### config.mk
export PLATFORM = sky130hd
export DESIGN_NAME = ppr_prefix_div
export DESIGN_NICKNAME = d
export VERILOG_FILES = /design/src/sv/ppr_pkg.sv /design/src/sv/ppr_prefix_div.sv
export SDC_FILE = /design/constraint.sdc
export NUM_CORES = 1
export LEC_CHECK = 0
export BUFFER_PORTS_ARGS = -buffer_cell sky130_fd_sc_hd__buf_4
export CAP_MARGIN = 20
export CORE_AREA = 2 2 190 192
export CTS_CLUSTER_SIZE = 28
export DETAILED_ROUTE_END_ITERATION = 8
export DIE_AREA = 0 0 192 194
export GPL_ROUTABILITY_DRIVEN = 0
export PLACE_DENSITY_LB_ADDON = 0.12
export RECOVER_POWER = 50
export REMOVE_ABC_BUFFERS = 1
export SLEW_MARGIN = 25
export SYNTH_ARGS = -nofsm -noshare
export SYNTH_HDL_FRONTEND = slang
export SYNTH_SLANG_ARGS = --single-unit
### constraint.sdc
create_clock -name clk -period 17 [get_ports clk]
set_clock_uncertainty 0.2 [all_clocks]
set_input_delay 0.85 -clock clk [delete_from_list [all_inputs] [get_ports clk]]
set_output_delay 0.85 -clock clk [all_outputs]
set_load 0.05 [all_outputs]
### src/sv/ppr_pkg.sv
// shared types and constants for the phone prefix range lookup
package ppr_pkg;

    localparam int KEY_W    = 24;
    localparam int IDX_W    = 19;
    localparam int REGION_W = 16;
    localparam int CARR_W   = 8;
    localparam int PCODE_W  = 10;
    localparam int QUOT_W   = 11;
    localparam int REC_W    = KEY_W + REGION_W + CARR_W;
    localparam int PENT_W   = 2 * IDX_W;
    localparam int WIDE_W   = 25;

    // key / 10000 as (key * DIV_MULT) >> DIV_SHIFT, exact for any 24-bit key
    localparam logic [KEY_W-1:0] DIV_MULT  = 24'd13743896;
    localparam int               DIV_SHIFT = 37;

    typedef enum logic [1:0] {
        CMD_LOAD_PREFIX = 2'd0,
        CMD_LOAD_RECORD = 2'd1,
        CMD_QUERY       = 2'd2,
        CMD_NONE        = 2'd3
    } cmd_t;

    typedef enum logic [2:0] {
        ST_CLEAR,
        ST_IDLE,
        ST_DIV,
        ST_PREF,
        ST_PROBE,
        ST_CMP,
        ST_DONE
    } state_t;

endpackage

### src/sv/ppr_prefix_div.sv
// prefix extraction: number divided by ten thousand through a reciprocal multiply
module ppr_prefix_div
(
    input  logic                          clk,
    input  logic [ppr_pkg::KEY_W-1:0]     key,
    output logic [ppr_pkg::QUOT_W-1:0]    quot
);

    logic [2*ppr_pkg::KEY_W-1:0] prod;
    logic [ppr_pkg::QUOT_W-1:0]  quot_reg;

    assign prod = key * ppr_pkg::DIV_MULT;

    always_ff @(posedge clk)
    begin
        quot_reg <= prod[ppr_pkg::DIV_SHIFT+ppr_pkg::QUOT_W-1:ppr_pkg::DIV_SHIFT];
    end

    assign quot = quot_reg;

endmodule

==> reports/results.ini <==
[detailed_routing]
drt-initial-drc-count=233
num_vias=5628
wl_per_cell_um=19.1
routed_wl_um=26000
drc=0
firstDrtPassIters=4
vias_per_cell=4.14
ant_nets=0

[critical_path]
crit_chain=buf_4, ha_1, inv_1, fa_1, inv_1, fa_1, fa_1, fa_1, fa_1, inv_1, fa_1, inv_1, ha_1, a21oi_1, nor3b_1, a211o_1, a41oi_2, or3_4, a211oi_2, xnor2_1
cp_slowest_stage_delay_ns=0.56
crit_family=adder cells
worstPathRequired_ns=16.97
critPathBufInv=5
cpMaxStageDelayCell=fa_1
cp-start-kind=input pin
critPathArrivalTime_ns=6.87
crit_type=input pin to flop
crit_path_frequent_cell=fa_1
endpoint_kind=flop
critical_path.max_fanout=4

[floorplanning]
rows=69
die_area_um2=37200
coreArea_um2=35200
fp.dieW_um=192
die_y_um=194
start_util_pct=24.8
ios=36

[cells_and_area]
finish.net_count=1318
area_delta_synth_final_pct=10.1
layout-drive-gt1-share_pct=4.79
regArea_um2=220
largest_reg_flops=11
fillers=3801
diodes=0
multiInputGateArea_um2=7470

[timing]
setup_viol=0
fmax_ghz=0.145
fin_setup_tns_ns=0
rsz0062_at_grt=no
worst_pin_slew_ns=0.595
hold_viol=0
period_needed_ns=6.90
holdWs_ns=1.09
slew_violations=0
post-route-period-util_pct=40.6
max_slew_margin_pct=60.5

[placement]
dp.final_hpwl_um=24500
portBuffers=35

[cts]
post_cts_resized=0
tritoncts=yes
clk_pin_slew_ns=0.05
cts-root-buf=clkbuf_16
cts_buffers=3
htreeDepth=1
cts_sinks=11
cts.path.max_buffers=2
post_cts_buffers=0
hold_buffers=0

[status]
status=complete, no violations

[hold_path]
min_to=quot[10]
min-delay-start=key[23]
hold_class=input pin to flop
hold_path_depth=5

[synthesis]
synth_area_leaders=fa_1, ha_1, inv_1, dfxtp_1, a21oi_1
seq_area_frac_synth_pct=2.52
yosysUniqueCellTypes=47
ys_async_sr_fraction_pct=0
syn_area_per_cell_um2=10.2
synth_cells=858
yosysTopAreaCellShare_pct=42.7
yosysMostFrequentCell=inv_1
synth_common_cells=inv_1, ha_1, fa_1
synth_top_cell_by_area=fa_1
synth-edff-count=0
netlist_area_um2=8730
ys_seq_elements=11
yosys_warnings=0
synthFlopType=dfxtp_1

[grt]
track_usage_pct=15.1
grt_pass1_wl_um=41300
grt_max_degree=9
grt_overflow=0
grt_pass1_vias=6434
antenna_found_initial=0

[job]
cap_viol_max_count=0

-- stage by stage --
step / setup slack (ns) / utilization (%) / instance area [µm²] / instances
floorplan: 10.67 / - / 8730 / 858
global placement: 9.71 / 27.2 / 9570 / 1354
detailed placement: 9.78 / 27.2 / 9570 / 1354
CTS: 10.0 / 27.4 / 9650 / 1358
global route: 9.83 / 27.3 / 9600 / 1358
finish: 10.10 / 27.3 / 9600 / 1358
-- routing by layer --
layer | vias to the layer above | routed length, µm | share of wire [%] | GRT usage (%)
li1 | 2749 | - | - | -
met2 | 72 | 11300 | 44 | 22.6
met4 | 0 | 187 | 0.72 | 1.36
met5 | - | 0 | 0 | 0
met1 | 2799 | 13400 | 52 | 23.8
met3 | 8 | 1060 | 4.1 | 1.88
-- cells in the final DEF (no fill, tap or decap), drive strengths merged, types with 2 or more instances in the layout --
master    n
o21bai    3
or2       3
nand2    20
nor4      2
xnor2     8
o21ai    10
nand4    10
nor2b     2
nand3     6
fa      186
o21a      4
nor2     20
a21o      4
a21oi    28
xor2     15
clkbuf   15
inv     275
and3      2
or3       2
a211oi    5
nor3      4
buf      24
ha      209
and2      5
o211ai    8
dfxtp    11
-- worst max-delay path by stage --
stage / from / end / cells after the start
global route: key[9] / quot[3] / 20
global placement: key[9] / quot[3] / 20
floorplan: key[13] / quot[3] / 20
CTS: key[9] / quot[10] / 21
finish: key[9] / quot[3] / 20
detailed placement: key[9] / quot[10] / 21
-- cell type report --
class / instances / share of cell area (%)
Multi-Input combinational cell: 572 / 77.8
Inverter: 275 / 10.7
Tap cell: 461 / 6.01
Sequential cell: 11 / 2.29
Timing Repair Buffer: 35 / 2.31
Clock buffer: 4 / 0.821
-- cell families after synthesis --
logic type	after synthesis	synth area share, %
buffers and inverters	275	11.8
xor gates and xnor gates	23	2.31
AOI/OAI and AO/OA	73	5.95
DFF	11	2.52
adders and majority gates	395	72.6
and+or+nand+nor	81	4.76
Power is not shown: default switching activity piles up to over one toggle a cycle in this logic, so the estimate is an artifact.
